==> src/rtl/obd2_pkg.sv <==
// ---------------------------------------------------------------------------
// obd2_pkg
// Shared types, codes and helpers of the OBD-II poll scheduler and matcher.
// ---------------------------------------------------------------------------
package obd2_pkg;

  localparam int unsigned SlotCountDefault = 16;
  localparam int unsigned ResultCap        = 16;
  localparam int unsigned StaggerMs        = 25;
  localparam int unsigned MinFrameLen      = 3;
  localparam int unsigned MinPayloadLen    = 2;
  localparam int unsigned MaxPayloadLen    = 6;
  localparam logic [7:0]  ModeResponseBit  = 8'h40;
  localparam logic [31:0] U32Top           = 32'hFFFF_FFFF;

  // Configuration register indexes
  localparam logic [1:0] CfgActiveSlots  = 2'd0;
  localparam logic [1:0] CfgRequestId    = 2'd1;
  localparam logic [1:0] CfgResponseId   = 2'd2;

  localparam logic [10:0] RequestIdReset  = 11'd2015;
  localparam logic [10:0] ResponseIdReset = 11'd2024;

  typedef enum logic [1:0] {
    OP_TICK  = 2'd0,
    OP_FRAME = 2'd1,
    OP_LOAD  = 2'd2,
    OP_NONE  = 2'd3
  } op_e;

  localparam logic KindPoll    = 1'b0;
  localparam logic KindVerdict = 1'b1;

  // Controller to datapath commands
  typedef struct packed {
    logic capture;     // latch a new item
    logic load;        // write one slot
    logic init_scan;   // clear scan index, count and minimum
    logic reject;      // emit a no-match verdict without scanning
    logic eval;        // evaluate the slot just read
    logic step;        // advance the scan index
    logic finish;      // close a tick scan
  } cmd_t;

  // Datapath to controller status
  typedef struct packed {
    op_e  op;
    logic gate_ok;
    logic hit;
    logic last_slot;
  } status_t;

  function automatic logic [31:0] sat_inc(input logic [31:0] v);
    return (v == U32Top) ? v : v + 32'd1;
  endfunction

endpackage

==> src/rtl/obd2_ctrl.sv <==
// ---------------------------------------------------------------------------
// obd2_ctrl
// Sequencer: decodes an item, walks the slots one read/evaluate pair at a
// time and closes the scan.
// ---------------------------------------------------------------------------
module obd2_ctrl (
  input  logic             clk_i,
  input  logic             rst_ni,
  input  logic             start_i,
  input  obd2_pkg::status_t status_i,
  output obd2_pkg::cmd_t   cmd_o,
  output logic             busy_o
);
  import obd2_pkg::*;

  typedef enum logic [4:0] {
    S_IDLE   = 5'b00001,
    S_DECIDE = 5'b00010,
    S_READ   = 5'b00100,
    S_EVAL   = 5'b01000,
    S_DONE   = 5'b10000
  } state_e;

  state_e state_q, state_d;

  // Next state and commands
  always_comb begin
    state_d = state_q;
    cmd_o   = '0;
    unique case (state_q)
      S_IDLE: begin
        if (start_i) begin
          cmd_o.capture = 1'b1;
          state_d       = S_DECIDE;
        end
      end
      S_DECIDE: begin
        state_d = S_IDLE;
        unique case (status_i.op)
          OP_LOAD: cmd_o.load = 1'b1;
          OP_TICK: begin
            if (status_i.gate_ok) begin
              cmd_o.init_scan = 1'b1;
              state_d         = S_READ;
            end
          end
          OP_FRAME: begin
            if (status_i.gate_ok) begin
              cmd_o.init_scan = 1'b1;
              state_d         = S_READ;
            end else begin
              cmd_o.reject = 1'b1;
            end
          end
          default: state_d = S_IDLE;
        endcase
      end
      S_READ: state_d = S_EVAL;
      S_EVAL: begin
        cmd_o.eval = 1'b1;
        priority if (status_i.op == OP_FRAME && status_i.hit) begin
          state_d = S_IDLE;
        end else if (status_i.last_slot) begin
          state_d = (status_i.op == OP_TICK) ? S_DONE : S_IDLE;
        end else begin
          cmd_o.step = 1'b1;
          state_d    = S_READ;
        end
      end
      S_DONE: begin
        cmd_o.finish = 1'b1;
        state_d      = S_IDLE;
      end
      default: state_d = S_IDLE;
    endcase
  end

  always_ff @(posedge clk_i or negedge rst_ni) begin
    if (!rst_ni) begin
      state_q <= S_IDLE;
    end else begin
      state_q <= state_d;
    end
  end

  assign busy_o = (state_q != S_IDLE);

endmodule

==> src/rtl/obd2_datapath.sv <==
// ---------------------------------------------------------------------------
// obd2_datapath
// Slot tables, item register, counters, scan registers and result register.
// ---------------------------------------------------------------------------
module obd2_datapath #(
  parameter int unsigned SLOT_COUNT = obd2_pkg::SlotCountDefault
) (
  input  logic              clk_i,
  input  logic              rst_ni,
  input  obd2_pkg::cmd_t    cmd_i,
  output obd2_pkg::status_t status_o,
  input  logic              cfg_we_i,
  input  logic [1:0]        cfg_idx_i,
  input  logic [10:0]       cfg_wdata_i,
  input  logic [1:0]        opcode_i,
  input  logic [31:0]       now_ms_i,
  input  logic [10:0]       frame_id_i,
  input  logic [3:0]        frame_len_i,
  input  logic [7:0]        len_byte_i,
  input  logic [7:0]        mode_echo_i,
  input  logic [7:0]        pid_echo_i,
  input  logic [3:0]        slot_index_i,
  input  logic [7:0]        slot_mode_i,
  input  logic [7:0]        slot_pid_i,
  input  logic [31:0]       slot_interval_i,
  input  logic              tx_ok_i,
  output logic              result_valid_o,
  output logic              kind_o,
  output logic [3:0]        slot_out_o,
  output logic [7:0]        req_mode_o,
  output logic [7:0]        req_pid_o,
  output logic              matched_o,
  output logic              last_o,
  output logic [31:0]       polls_sent_o,
  output logic [31:0]       responses_matched_o,
  output logic [31:0]       responses_missed_o
);
  import obd2_pkg::*;

  localparam int unsigned IdxW = (SLOT_COUNT > 1) ? $clog2(SLOT_COUNT) : 1;
  localparam int unsigned CntW = $clog2(SLOT_COUNT + 1);

  // Slot tables
  logic [7:0]  mode_mem  [SLOT_COUNT];
  logic [7:0]  pid_mem   [SLOT_COUNT];
  logic [31:0] ivl_mem   [SLOT_COUNT];
  logic [31:0] next_mem  [SLOT_COUNT];
  logic [31:0] resp_mem  [SLOT_COUNT];

  logic [7:0]  rd_mode_q, rd_pid_q;
  logic [31:0] rd_ivl_q, rd_next_q, rd_resp_q;

  // Configuration
  logic [4:0]  active_q;
  logic [10:0] resp_id_q;

  // Item register
  logic [1:0]  op_q;
  logic [31:0] now_q;
  logic [10:0] fid_q;
  logic [3:0]  flen_q;
  logic [7:0]  plen_q, mecho_q, pecho_q;
  logic [3:0]  sidx_q;
  logic [7:0]  smode_q, spid_q;
  logic [31:0] sivl_q;
  logic        tx_q;

  // Counters and scan state
  logic [31:0] earliest_q, sent_q, matched_q, missed_q, min_q;
  logic [IdxW-1:0] idx_q;
  logic [4:0]  cnt_q;

  // Held poll result, emitted once the next one or the scan end is known
  logic        pend_q;
  logic [3:0]  pend_slot_q;
  logic [7:0]  pend_mode_q, pend_pid_q;
  logic [31:0] pend_sent_q, pend_missed_q;

  logic [CntW-1:0] n_slots;
  logic            load_ok, frame_ok, tick_ok;
  logic            due, take, miss, hit, last_slot;
  logic [31:0]     sent_nx, missed_nx, next_nx, min_nx, load_next;
  logic [IdxW-1:0] load_addr;

  // Clamp active slot count to the table size
  assign n_slots = (32'(active_q) > SLOT_COUNT) ? CntW'(SLOT_COUNT) : CntW'(active_q);

  assign tick_ok  = (n_slots != '0) && (now_q >= earliest_q);
  assign frame_ok = (n_slots != '0) && (fid_q == resp_id_q)
                    && (32'(flen_q) >= MinFrameLen)
                    && (32'(plen_q) >= MinPayloadLen) && (32'(plen_q) <= MaxPayloadLen);
  assign load_ok  = (32'(sidx_q) < SLOT_COUNT) && (sivl_q != '0);
  assign load_addr = IdxW'(sidx_q);
  assign load_next = now_q + 32'({1'b0, sidx_q} + 5'd1) * 32'(StaggerMs);

  // Evaluate the slot just read
  assign last_slot = ((CntW'(idx_q) + CntW'(1)) == n_slots);
  assign due       = (now_q >= rd_next_q);
  assign take      = due && (32'(cnt_q) < ResultCap);
  assign miss      = (rd_resp_q == '0) || (rd_resp_q < (rd_next_q - rd_ivl_q));
  assign missed_nx = (take && miss && (sent_q != '0)) ? sat_inc(missed_q) : missed_q;
  assign sent_nx   = (take && tx_q) ? sat_inc(sent_q) : sent_q;
  assign next_nx   = take ? (now_q + rd_ivl_q) : rd_next_q;
  assign min_nx    = (next_nx < min_q) ? next_nx : min_q;
  assign hit       = (mecho_q == (rd_mode_q | ModeResponseBit)) && (pecho_q == rd_pid_q);

  assign status_o.op        = op_e'(op_q);
  assign status_o.gate_ok   = (op_q == OP_TICK) ? tick_ok : frame_ok;
  assign status_o.hit       = hit;
  assign status_o.last_slot = last_slot;

  // Table writes and registered reads
  always_ff @(posedge clk_i) begin
    if (cmd_i.load && load_ok) begin
      mode_mem[load_addr] <= smode_q;
      pid_mem[load_addr]  <= spid_q;
      ivl_mem[load_addr]  <= sivl_q;
      next_mem[load_addr] <= load_next;
      resp_mem[load_addr] <= '0;
    end
    if (cmd_i.eval && op_q == OP_TICK && take) begin
      next_mem[idx_q] <= next_nx;
    end
    if (cmd_i.eval && op_q == OP_FRAME && hit) begin
      resp_mem[idx_q] <= now_q;
    end
    rd_mode_q <= mode_mem[idx_q];
    rd_pid_q  <= pid_mem[idx_q];
    rd_ivl_q  <= ivl_mem[idx_q];
    rd_next_q <= next_mem[idx_q];
    rd_resp_q <= resp_mem[idx_q];
  end

  // Capture item fields
  always_ff @(posedge clk_i) begin
    if (cmd_i.capture) begin
      op_q    <= opcode_i;
      now_q   <= now_ms_i;
      fid_q   <= frame_id_i;
      flen_q  <= frame_len_i;
      plen_q  <= len_byte_i;
      mecho_q <= mode_echo_i;
      pecho_q <= pid_echo_i;
      sidx_q  <= slot_index_i;
      smode_q <= slot_mode_i;
      spid_q  <= slot_pid_i;
      sivl_q  <= slot_interval_i;
      tx_q    <= tx_ok_i;
    end
  end

  // Configuration, counters, scan state and result strobe
  always_ff @(posedge clk_i or negedge rst_ni) begin
    if (!rst_ni) begin
      active_q       <= '0;
      resp_id_q      <= ResponseIdReset;
      earliest_q     <= '0;
      sent_q         <= '0;
      matched_q      <= '0;
      missed_q       <= '0;
      min_q          <= U32Top;
      idx_q          <= '0;
      cnt_q          <= '0;
      pend_q         <= 1'b0;
      result_valid_o <= 1'b0;
    end else begin
      result_valid_o <= 1'b0;
      if (cfg_we_i) begin
        if (cfg_idx_i == CfgActiveSlots) active_q  <= cfg_wdata_i[4:0];
        if (cfg_idx_i == CfgResponseId)  resp_id_q <= cfg_wdata_i;
      end
      if (cmd_i.load && load_ok) earliest_q <= '0;
      if (cmd_i.init_scan) begin
        idx_q  <= '0;
        cnt_q  <= '0;
        min_q  <= U32Top;
        pend_q <= 1'b0;
      end
      if (cmd_i.step) idx_q <= idx_q + IdxW'(1);
      if (cmd_i.reject) result_valid_o <= 1'b1;
      if (cmd_i.eval) begin
        if (op_q == OP_TICK) begin
          sent_q   <= sent_nx;
          missed_q <= missed_nx;
          min_q    <= min_nx;
          if (take) begin
            cnt_q  <= cnt_q + 5'd1;
            pend_q <= 1'b1;
            if (pend_q) result_valid_o <= 1'b1;
          end
        end else if (hit) begin
          matched_q      <= sat_inc(matched_q);
          result_valid_o <= 1'b1;
        end else if (last_slot) begin
          result_valid_o <= 1'b1;
        end
      end
      if (cmd_i.finish) begin
        earliest_q <= min_q;
        pend_q     <= 1'b0;
        if (pend_q) result_valid_o <= 1'b1;
      end
    end
  end

  // Result payload and held poll result
  always_ff @(posedge clk_i) begin
    if (cmd_i.reject) begin
      kind_o              <= KindVerdict;
      slot_out_o          <= '0;
      req_mode_o          <= '0;
      req_pid_o           <= '0;
      matched_o           <= 1'b0;
      last_o              <= 1'b1;
      polls_sent_o        <= sent_q;
      responses_matched_o <= matched_q;
      responses_missed_o  <= missed_q;
    end
    if (cmd_i.eval && op_q == OP_TICK && take) begin
      pend_slot_q   <= 4'(idx_q);
      pend_mode_q   <= rd_mode_q;
      pend_pid_q    <= rd_pid_q;
      pend_sent_q   <= sent_nx;
      pend_missed_q <= missed_nx;
    end
    if ((cmd_i.eval && op_q == OP_TICK && take) || cmd_i.finish) begin
      kind_o              <= KindPoll;
      slot_out_o          <= pend_slot_q;
      req_mode_o          <= pend_mode_q;
      req_pid_o           <= pend_pid_q;
      matched_o           <= 1'b0;
      last_o              <= cmd_i.finish;
      polls_sent_o        <= pend_sent_q;
      responses_matched_o <= matched_q;
      responses_missed_o  <= pend_missed_q;
    end
    if (cmd_i.eval && op_q == OP_FRAME) begin
      kind_o              <= KindVerdict;
      slot_out_o          <= hit ? 4'(idx_q) : 4'd0;
      req_mode_o          <= '0;
      req_pid_o           <= '0;
      matched_o           <= hit;
      last_o              <= 1'b1;
      polls_sent_o        <= sent_q;
      responses_matched_o <= hit ? sat_inc(matched_q) : matched_q;
      responses_missed_o  <= missed_q;
    end
  end

endmodule

==> src/rtl/obd2_poll_scheduler_matcher_core.sv <==
// ---------------------------------------------------------------------------
// obd2_poll_scheduler_matcher_core
// OBD-II PID poll scheduler and response matcher, top level.
// ---------------------------------------------------------------------------
// Usage:
//   Raise start_i with an item while busy_o is low; the item is taken at
//   that edge and busy_o stays high until its work is done.
//   Results leave on result_valid_o, one cycle each; last_o marks the final
//   result of an item. The receiver cannot stall the block.
//   A load yields nothing. A tick that is not yet due ends without a scan
//   or result. A scanning tick walks the N slots in use, each with a table
//   read step and an evaluate step on the single slot table read port, then
//   closes the scan. A rejected frame does not scan; any other frame walks
//   the slots in use, ending at the first matching slot.
//   Each poll result is held until the following due slot or the scan end
//   is found, so it may trail its slot by several slot steps; the final
//   poll result of a tick appears in the cycle after the closing cycle.
//   Configuration writes (cfg_we_i, cfg_idx_i, cfg_wdata_i) take effect at
//   the edge and must be issued while the block is idle.
//   Reset clears counters, earliest due time and active slot count, sets
//   the response ID to its reset value; slot tables are undefined until loaded.
// ---------------------------------------------------------------------------
module obd2_poll_scheduler_matcher_core #(
  parameter int unsigned SLOT_COUNT = obd2_pkg::SlotCountDefault
) (
  input  logic        clk_i,
  input  logic        rst_ni,
  input  logic        start_i,
  output logic        busy_o,
  input  logic        cfg_we_i,
  input  logic [1:0]  cfg_idx_i,
  input  logic [10:0] cfg_wdata_i,
  input  logic [1:0]  opcode_i,
  input  logic [31:0] now_ms_i,
  input  logic [10:0] frame_id_i,
  input  logic [3:0]  frame_len_i,
  input  logic [7:0]  len_byte_i,
  input  logic [7:0]  mode_echo_i,
  input  logic [7:0]  pid_echo_i,
  input  logic [3:0]  slot_index_i,
  input  logic [7:0]  slot_mode_i,
  input  logic [7:0]  slot_pid_i,
  input  logic [31:0] slot_interval_i,
  input  logic        tx_ok_i,
  output logic        result_valid_o,
  output logic        kind_o,
  output logic [3:0]  slot_out_o,
  output logic [7:0]  req_mode_o,
  output logic [7:0]  req_pid_o,
  output logic        matched_o,
  output logic        last_o,
  output logic [31:0] polls_sent_o,
  output logic [31:0] responses_matched_o,
  output logic [31:0] responses_missed_o
);
  import obd2_pkg::*;

  cmd_t    cmd;
  status_t status;

  // Sequencer
  obd2_ctrl u_ctrl (
    .clk_i    (clk_i),
    .rst_ni   (rst_ni),
    .start_i  (start_i),
    .status_i (status),
    .cmd_o    (cmd),
    .busy_o   (busy_o)
  );

  // Tables, counters and result register
  obd2_datapath #(
    .SLOT_COUNT (SLOT_COUNT)
  ) u_datapath (
    .clk_i               (clk_i),
    .rst_ni              (rst_ni),
    .cmd_i               (cmd),
    .status_o            (status),
    .cfg_we_i            (cfg_we_i),
    .cfg_idx_i           (cfg_idx_i),
    .cfg_wdata_i         (cfg_wdata_i),
    .opcode_i            (opcode_i),
    .now_ms_i            (now_ms_i),
    .frame_id_i          (frame_id_i),
    .frame_len_i         (frame_len_i),
    .len_byte_i          (len_byte_i),
    .mode_echo_i         (mode_echo_i),
    .pid_echo_i          (pid_echo_i),
    .slot_index_i        (slot_index_i),
    .slot_mode_i         (slot_mode_i),
    .slot_pid_i          (slot_pid_i),
    .slot_interval_i     (slot_interval_i),
    .tx_ok_i             (tx_ok_i),
    .result_valid_o      (result_valid_o),
    .kind_o              (kind_o),
    .slot_out_o          (slot_out_o),
    .req_mode_o          (req_mode_o),
    .req_pid_o           (req_pid_o),
    .matched_o           (matched_o),
    .last_o              (last_o),
    .polls_sent_o        (polls_sent_o),
    .responses_matched_o (responses_matched_o),
    .responses_missed_o  (responses_missed_o)
  );

  // A result only follows work the block was busy with
  a_result_from_work: assert property (@(posedge clk_i) disable iff (!rst_ni)
    result_valid_o |-> $past(busy_o))
    else $error("result without a pending item");

  // An accepted item makes the block busy
  a_busy_after_start: assert property (@(posedge clk_i) disable iff (!rst_ni)
    (start_i && !busy_o) |=> busy_o)
    else $error("item accepted but block not busy");

  // Poll requests never carry a match flag
  a_poll_no_match: assert property (@(posedge clk_i) disable iff (!rst_ni)
    (result_valid_o && kind_o == KindPoll) |-> !matched_o)
    else $error("poll request flagged as matched");

  // A frame verdict is always the single, final result
  a_verdict_last: assert property (@(posedge clk_i) disable iff (!rst_ni)
    (result_valid_o && kind_o == KindVerdict) |-> last_o)
    else $error("frame verdict not marked last");

endmodule

==> config.mk <==
export PLATFORM = sky130hd
export DESIGN_NAME = obd2_poll_scheduler_matcher_core
export DESIGN_NICKNAME = d
export VERILOG_FILES = /design/src/rtl/obd2_pkg.sv /design/src/rtl/obd2_ctrl.sv /design/src/rtl/obd2_datapath.sv /design/src/rtl/obd2_poll_scheduler_matcher_core.sv
export SDC_FILE = /design/constraint.sdc
export NUM_CORES = 2
export LEC_CHECK = 0
export BUFFER_PORTS_ARGS = -buffer_cell sky130_fd_sc_hd__buf_2
export CAP_MARGIN = 0
export CORE_MARGIN = 5
export CORE_UTILIZATION = 48
export DETAILED_ROUTE_END_ITERATION = 10
export GPL_TIMING_DRIVEN = 0
export PLACE_DENSITY = 0.61
export RECOVER_POWER = 100
export SLEW_MARGIN = 20
export SYNTH_ARGS = -nofsm -noshare
export SYNTH_HDL_FRONTEND = slang
export SYNTH_SLANG_ARGS = --single-unit
==> constraint.sdc <==
create_clock -name clk_i -period 15.2 [get_ports clk_i]
set_input_delay 3.8 -clock clk_i [delete_from_list [all_inputs] [get_ports clk_i]]
set_output_delay 3.8 -clock clk_i [all_outputs]
set_load 0.05 [all_outputs]
; ---- After elaboration in Yosys (flattened, before gate mapping)
; Memories as Yosys holds them, arrays and structs flattened. A register that Yosys moved wholly into a read port is not among the register bits.
; Cells that the tools add are included.
[classes]
n_eq_ne = 18
mul = 1
order_cmp = 9
reduce_logical = 35
n_mux = 88
n_addsub = 10
bitwise_logic = 1
[op_table]
columns = operator, count
row1 = 2-to-1 mux 32 bit, 24
row2 = "adder 32 x 1 -> 32 bit, second input constant", 3
row3 = "== test 32 bit, second input constant", 3
row4 = adder 32 bit, 2
row5 = greater-or-equal comparator 32 bit, 2
row6 = less-than comparator 32 bit, 2
row7 = nonzero test 32 bit, 2
row8 = OR reduction 32 bit, 2
row9 = 2-to-1 mux 5 bit, 10
row10 = 2-to-1 mux 1 bit, 39
row11 = logical NOT 32 bit, 1
row12 = "multiplier 32 x 5 -> 32 bit, second input constant", 1
row13 = 2-to-1 mux 4 bit, 8
row14 = subtractor 32 bit, 1
row15 = 2-to-1 mux 8 bit, 3
row16 = case mux 5 bit (4 select lines), 1
row17 = == test 8 bit, 2
row18 = logical AND 1 bit, 16
row19 = == test 11 bit, 1
row20 = "adder 4 x 1 -> 5 bit, second input constant", 2
row21 = "greater-or-equal comparator 8 x 2 -> 1 bit, second input constant", 1
row22 = "less-or-equal comparator 8 x 3 -> 1 bit, second input constant", 1
row23 = AND reduction 2 bit, 4
row24 = 2-to-1 mux 3 bit, 2
row25 = 24 further kinds, 29
[word_totals]
inputBits = 143
n_memories = 5
ramBits = 1792
out_inout_bits = 121
reg_bits = 521
[memory_table]
columns = memory, depth, word_bits, rd, rd_ports_with_merged_regs, write_ports, line
row1 = u_datapath.ivl_mem, 16, 32, 1, 1, 1, obd2_datapath.sv:46  ; logic [31:0] ivl_mem [SLOT_COUNT];
row2 = u_datapath.next_mem, 16, 32, 1, 1, 1, obd2_datapath.sv:47  ; logic [31:0] next_mem [SLOT_COUNT];
row3 = u_datapath.resp_mem, 16, 32, 1, 1, 1, obd2_datapath.sv:48  ; logic [31:0] resp_mem [SLOT_COUNT];
row4 = u_datapath.mode_mem, 16, 8, 1, 1, 1, obd2_datapath.sv:44  ; logic [7:0] mode_mem [SLOT_COUNT];
row5 = u_datapath.pid_mem, 16, 8, 1, 1, 1, obd2_datapath.sv:45  ; logic [7:0] pid_mem [SLOT_COUNT];

; ---- Logic depth before layout (Yosys ltp)
[logic_depth]
ltp_word = 18
mapped_depth = 25

; ---- By module
; From an unflattened synthesis, not the netlist that was laid out.
[hier_totals]
cells_unflattened = 7082
area_unflattened_um2 = 107802.1
[modules_own_cells]
columns = mod, cells_each, n_inst, area_per_inst_um2
row1 = obd2_datapath, 7045, 1, 107461.8
row2 = obd2_ctrl, 37, 1, 340.3

; ---- Worst setup path before layout
; Ideal clock, no wire load.
[synth_timing]
kind = input to register
from = input start_i
to = register u_ctrl.state_q[0]
path_buffers = 0
cell_stages = 3
setup_slack_ns = 7.864
t_required_ns = 15.111
setup_ns = 0.089
arrival_ns = 7.248
path_cell_list = and3_1 nor4_1 or3_1
[synth_via]
elab_chain_cells = 1
[synth_rtl]
columns = item, line
row1 = from (decl), obd2_poll_scheduler_matcher_core.sv:28  ; input logic start_i,
row2 = inequality test 2 bit (no line), n/a
row3 = to (signal assigned), obd2_ctrl.sv:82  ; state_q <= state_d;
row4 = to (decl), obd2_ctrl.sv:24  ; state_e state_q, state_d;
; No other way between the ends.
; A chain may end at the register's enable or synchronous reset.

; ---- Worst setup path in the final report
[layout_timing]
from = register u_datapath.now_q[0]
to = register u_datapath.polls_sent_o[2] (enable)
[layout_via]
elab_chain_cells = 7
[layout_rtl]
columns = item, line
row1 = from (decl), obd2_datapath.sv:59  ; logic [31:0] now_q;
row2 = from (signal assigned), obd2_datapath.sv:138  ; now_q <= now_ms_i;
row3 = greater-or-equal comparator 32 bit, obd2_datapath.sv:88  ; assign tick_ok = (n_slots != '0) && (now_q >= earliest_q);
row4 = logical AND 1 bit, obd2_datapath.sv:88
row5 = 2-to-1 mux 1 bit, obd2_datapath.sv:108  ; assign status_o.gate_ok = (op_q == OP_TICK) ? tick_ok : frame_ok;
row6 = 2-to-1 mux 1 bit, obd2_ctrl.sv:48  ; if (status_i.gate_ok) begin
row7 = 2-to-1 mux 1 bit, obd2_ctrl.sv:39  ; unique case (status_i.op)
row8 = 2-to-1 mux 3 bit, obd2_ctrl.sv:30  ; unique case (state_q)
row9 = nonzero test 3 bit (no line) *, n/a
row10 = to (signal assigned), obd2_datapath.sv:215  ; polls_sent_o <= sent_q;
row11 = to (signal assigned), obd2_datapath.sv:233  ; polls_sent_o <= pend_sent_q;
row12 = to (signal assigned), obd2_datapath.sv:244  ; polls_sent_o <= sent_q;
row13 = to (decl), obd2_datapath.sv:34  ; output logic [31:0] polls_sent_o,
; Every way passes the cells marked *; elsewhere a longest branch is shown, timed or not.

==> results.sh <==
export IMPL_status="finished with violations"
export IMPL_violations="max-capacitance violations, max-slew violations"
export IMPL_fin_cells=8990
export IMPL_met1_usage_pct=35.41
export IMPL_postSynthCellCount=5427
export IMPL_ys_flop_type="edfxtp_1"
export IMPL_synth_edff_count=2103
export IMPL_busiest_layer="met2"
export IMPL_initial_utilization_pct=48.33
export IMPL_ios=264
export IMPL_cts_path_max_buffers=3
export IMPL_ys_ff_latch=2425
export IMPL_hold_path_class="flip-flop to flip-flop"
export IMPL_std_cell_rows=166
export IMPL_min_period_ns=10.82
export IMPL_power_density_nw_per_um2=127.0
export IMPL_port_buffers=263
export IMPL_postSynth_asyncResetShare_pct=7.918
export IMPL_clockRootBuffer="clkbuf_16"
export IMPL_die_w_um=464.3
export IMPL_leakagePower_uw=0.03906
export IMPL_worst_pin_slew_ns=4.388
export IMPL_drv_slew=1239
export IMPL_drtPass1Iterations=8
export IMPL_crit_buf_inv=5
export IMPL_finalSetupViolCount=0
export IMPL_routed_wirelength_um=271600
export IMPL_place_ws_ns=7.336
export IMPL_die_area_um2=215600
export IMPL_via_count=53658
export IMPL_slew_headroom_pct=-192.5
export IMPL_ys_seq_area_share_pct=71.26
export IMPL_criticalPathCategory="flip-flop to flip-flop"
export IMPL_worst_r2r_endpoint="u_datapath.polls_sent_o[2]"
export IMPL_hold_depth=0
export IMPL_final_core_util_pct=54.76
export IMPL_antenna_found_initial=8
export IMPL_period_share_pct=71.19
export IMPL_met3_usage_pct=4.400
export IMPL_cts_setup_buffers=0
export IMPL_grt_pass1_wl_um=388900
export IMPL_critPathMaxFanout=82
export IMPL_finClkSkew_ns=0.09465
export IMPL_grt_overflow=0
export IMPL_drive_above_1_share_pct=19.29
export IMPL_dp_hpwl_um=190300
export IMPL_grt_max_degree=83
export IMPL_r2r_start="u_datapath.now_q[0]"
export IMPL_ctsHoldBuffers=0
export IMPL_cp_depth=14
export IMPL_post_place_cells=8534
export IMPL_r2r_slack_ns=4.38
export IMPL_max_freq_mhz=92.41
export IMPL_postRouteAntennaNets=0
export IMPL_synth_cell_types=76
export IMPL_cp_arrival_ns=10.80
export IMPL_drv_cap=67
export IMPL_path_cells="inv_1 -> ha_1 -> nand2b_1 -> a2111oi_0 -> o311a_1 -> o22a_1 -> a21oi_1 -> nand2_1 -> nand2_1 -> a211oi_1 -> clkbuf_1 -> clkbuf_1 -> clkinvlp_2 -> clkbuf_1"
export IMPL_clock_latency_ns=0.90
export IMPL_post_cts_resized=0
export IMPL_use_met2_pct=40.07
export IMPL_cp_top_family="buffers and inverters"
export IMPL_clkSinkCount=2425
export IMPL_critPathMaxStageDelay_ns=1.89
export IMPL_drt_initial_drc_count=5647
export IMPL_grt_pass1_vias=53864
export IMPL_area_growth_pct=13.29
export IMPL_r2r_worst_path_cells=14
export IMPL_worstSetupEndpointType="flip-flop"
export IMPL_crit_path_top_delay_cell="clkbuf_1"
export IMPL_gp_congestion=0.9431
export IMPL_rsz0062_at_grt="no"
export IMPL_coreArea_um2=205000
export IMPL_synth_area_um2=99080
export IMPL_cts_tree="yes"
export IMPL_grt_util_all_layers_pct=25.04
export IMPL_finalSetupTns_ns=0
export IMPL_drcViolationCount=0
export IMPL_wl_per_cell_um=30.21
export IMPL_hold_viol=0
export IMPL_cts_htree_levels=4
export IMPL_cp_start_kind="flip-flop"
export IMPL_avgSynthCellArea_um2=18.26
export IMPL_min_from="u_datapath.rd_mode_q[6]"
export IMPL_synth_nets=5804
export IMPL_holdPathEnd="u_datapath.pend_mode_q[6]"
export IMPL_synth_warnings=0
export IMPL_clk_pin_slew_worst_paths_ns=0.06
export IMPL_crit_top_cell="clkbuf_1"
export IMPL_layout_nets=6464
export IMPL_numCtsBuffers=238
export IMPL_die_h_um=464.3
export IMPL_setup_ws_ns=4.379
export IMPL_vias_per_cell=5.969
export IMPL_vdd_ir_drop_max_uv=132.3
export IMPL_cp_required_ns=15.18
## per-stage QoR
step	power [uW]	hold slack, ns	cell area, um^2
2_1_floorplan	8203	0.3855	99080
3_3_place_gp	8541	0.3958	103800
3_5_place_dp	8591	0.3958	107200
4_1_cts	14400	0.4108	115000
5_1_grt	14740	0.4232	112200
6_report	14260	0.4088	112300
## final cells by class
class	count	area (um^2)
fillers	16049	92750
flip-flops and latches	2425	70610
multi-input cells	2577	26890
clock buffers	329	6480
well taps	2688	3363
repair buffers	420	1889
clock inverters	124	1345
plain buffers	224	912.1
inverters	201	755.7
diodes	2	5.005
## logic make-up after synthesis
kind of cell             after synthesis  synth area share (%)
AO/OA/AOI/OAI                        483                 3.119
XOR/XNOR                             291                 2.572
buffers and inverters                425                 1.632
flip-flops                          2425                 71.26
AND/OR/NAND/NOR                      909                 4.544
adder cells (fa/ha/maj)              234                 3.016
multiplexers                         660                 13.85
## cells in the mapped netlist (all sizes together), types with 51 or more instances
master,count,share of area (%)
o21ai,145,0.73
mux2,90,1.0
clkbuf,153,0.58
buf,71,0.29
mux4,560,13
nand3,100,0.51
nor2,200,0.76
xor2,147,1.3
nor4,57,0.38
inv,201,0.76
nor3,91,0.46
ha,226,2.9
nand4,62,0.39
xnor2,144,1.3
a21oi,125,0.63
a21o,51,0.39
dfxtp,130,2.6
edfxtp,2103,64
nand2,215,0.81
dfrtp,152,3.8
## routing by layer
metal | wire length (um) | vias to the layer above
met5 | 0 | -
met4 | 9792 | 0
met3 | 20440 | 431
met2 | 128500 | 2126
met1 | 112900 | 28178
li1 | - | 22923
## placed cells by master, fill, tap and decap left out, types with 31 or more instances in the layout
cell / instances
edfxtp_1: 2103
mux4_2: 560
clkbuf_1: 528
clkbuf_16: 240
ha_1: 226
nand2_1: 215
inv_1: 200
nor2_1: 192
dfrtp_1: 152
xor2_1: 147
xnor2_1: 144
o21ai_0: 143
buf_2: 134
dfxtp_1: 130
a21oi_1: 125
nand3_1: 100
nor3_1: 89
mux2_2: 63
nand4_1: 62
nor4_1: 57
a21o_1: 51
clkinv_2: 46
dfstp_2: 40
and3_1: 39
clkbuf_2: 32
clkinv_1: 31
## sequential cells by signal (all words and copies together), names as in the netlist, 128 cells and up
name and count:
u_datapath.ivl_mem 512, u_datapath.next_mem 512, u_datapath.pid_mem 128, u_datapath.resp_mem 512
u_datapath.mode_mem 128
## worst max path at each step
stage | from | end | slack (ns)
final | u_datapath.now_q[0] | u_datapath.polls_sent_o[2] | 4.38
after global routing | u_datapath.now_q[0] | u_datapath.polls_sent_o[17] | 3.83
after CTS | u_datapath.rd_ivl_q[3] | u_datapath.pend_missed_q[6] | 7.26
after detailed placement | u_datapath.rd_ivl_q[3] | u_datapath.pend_missed_q[6] | 7.34
after global placement | u_ctrl.state_q[3] | u_datapath.ivl_mem[3][21] | 3.21
after floorplan | start_i | u_ctrl.state_q[0] | 7.86
## power breakdown
| part | internal [uW] | switching (uW) | total [uW] |
|---|---|---|---|
| Clock | 3290 | 2550 | 5840 |
| Combinational | 268 | 560 | 828 |
| Sequential | 7480 | 114 | 7590 |
| Total | 11000 | 3220 | 14300 |
(Power assumes the default switching activity.)
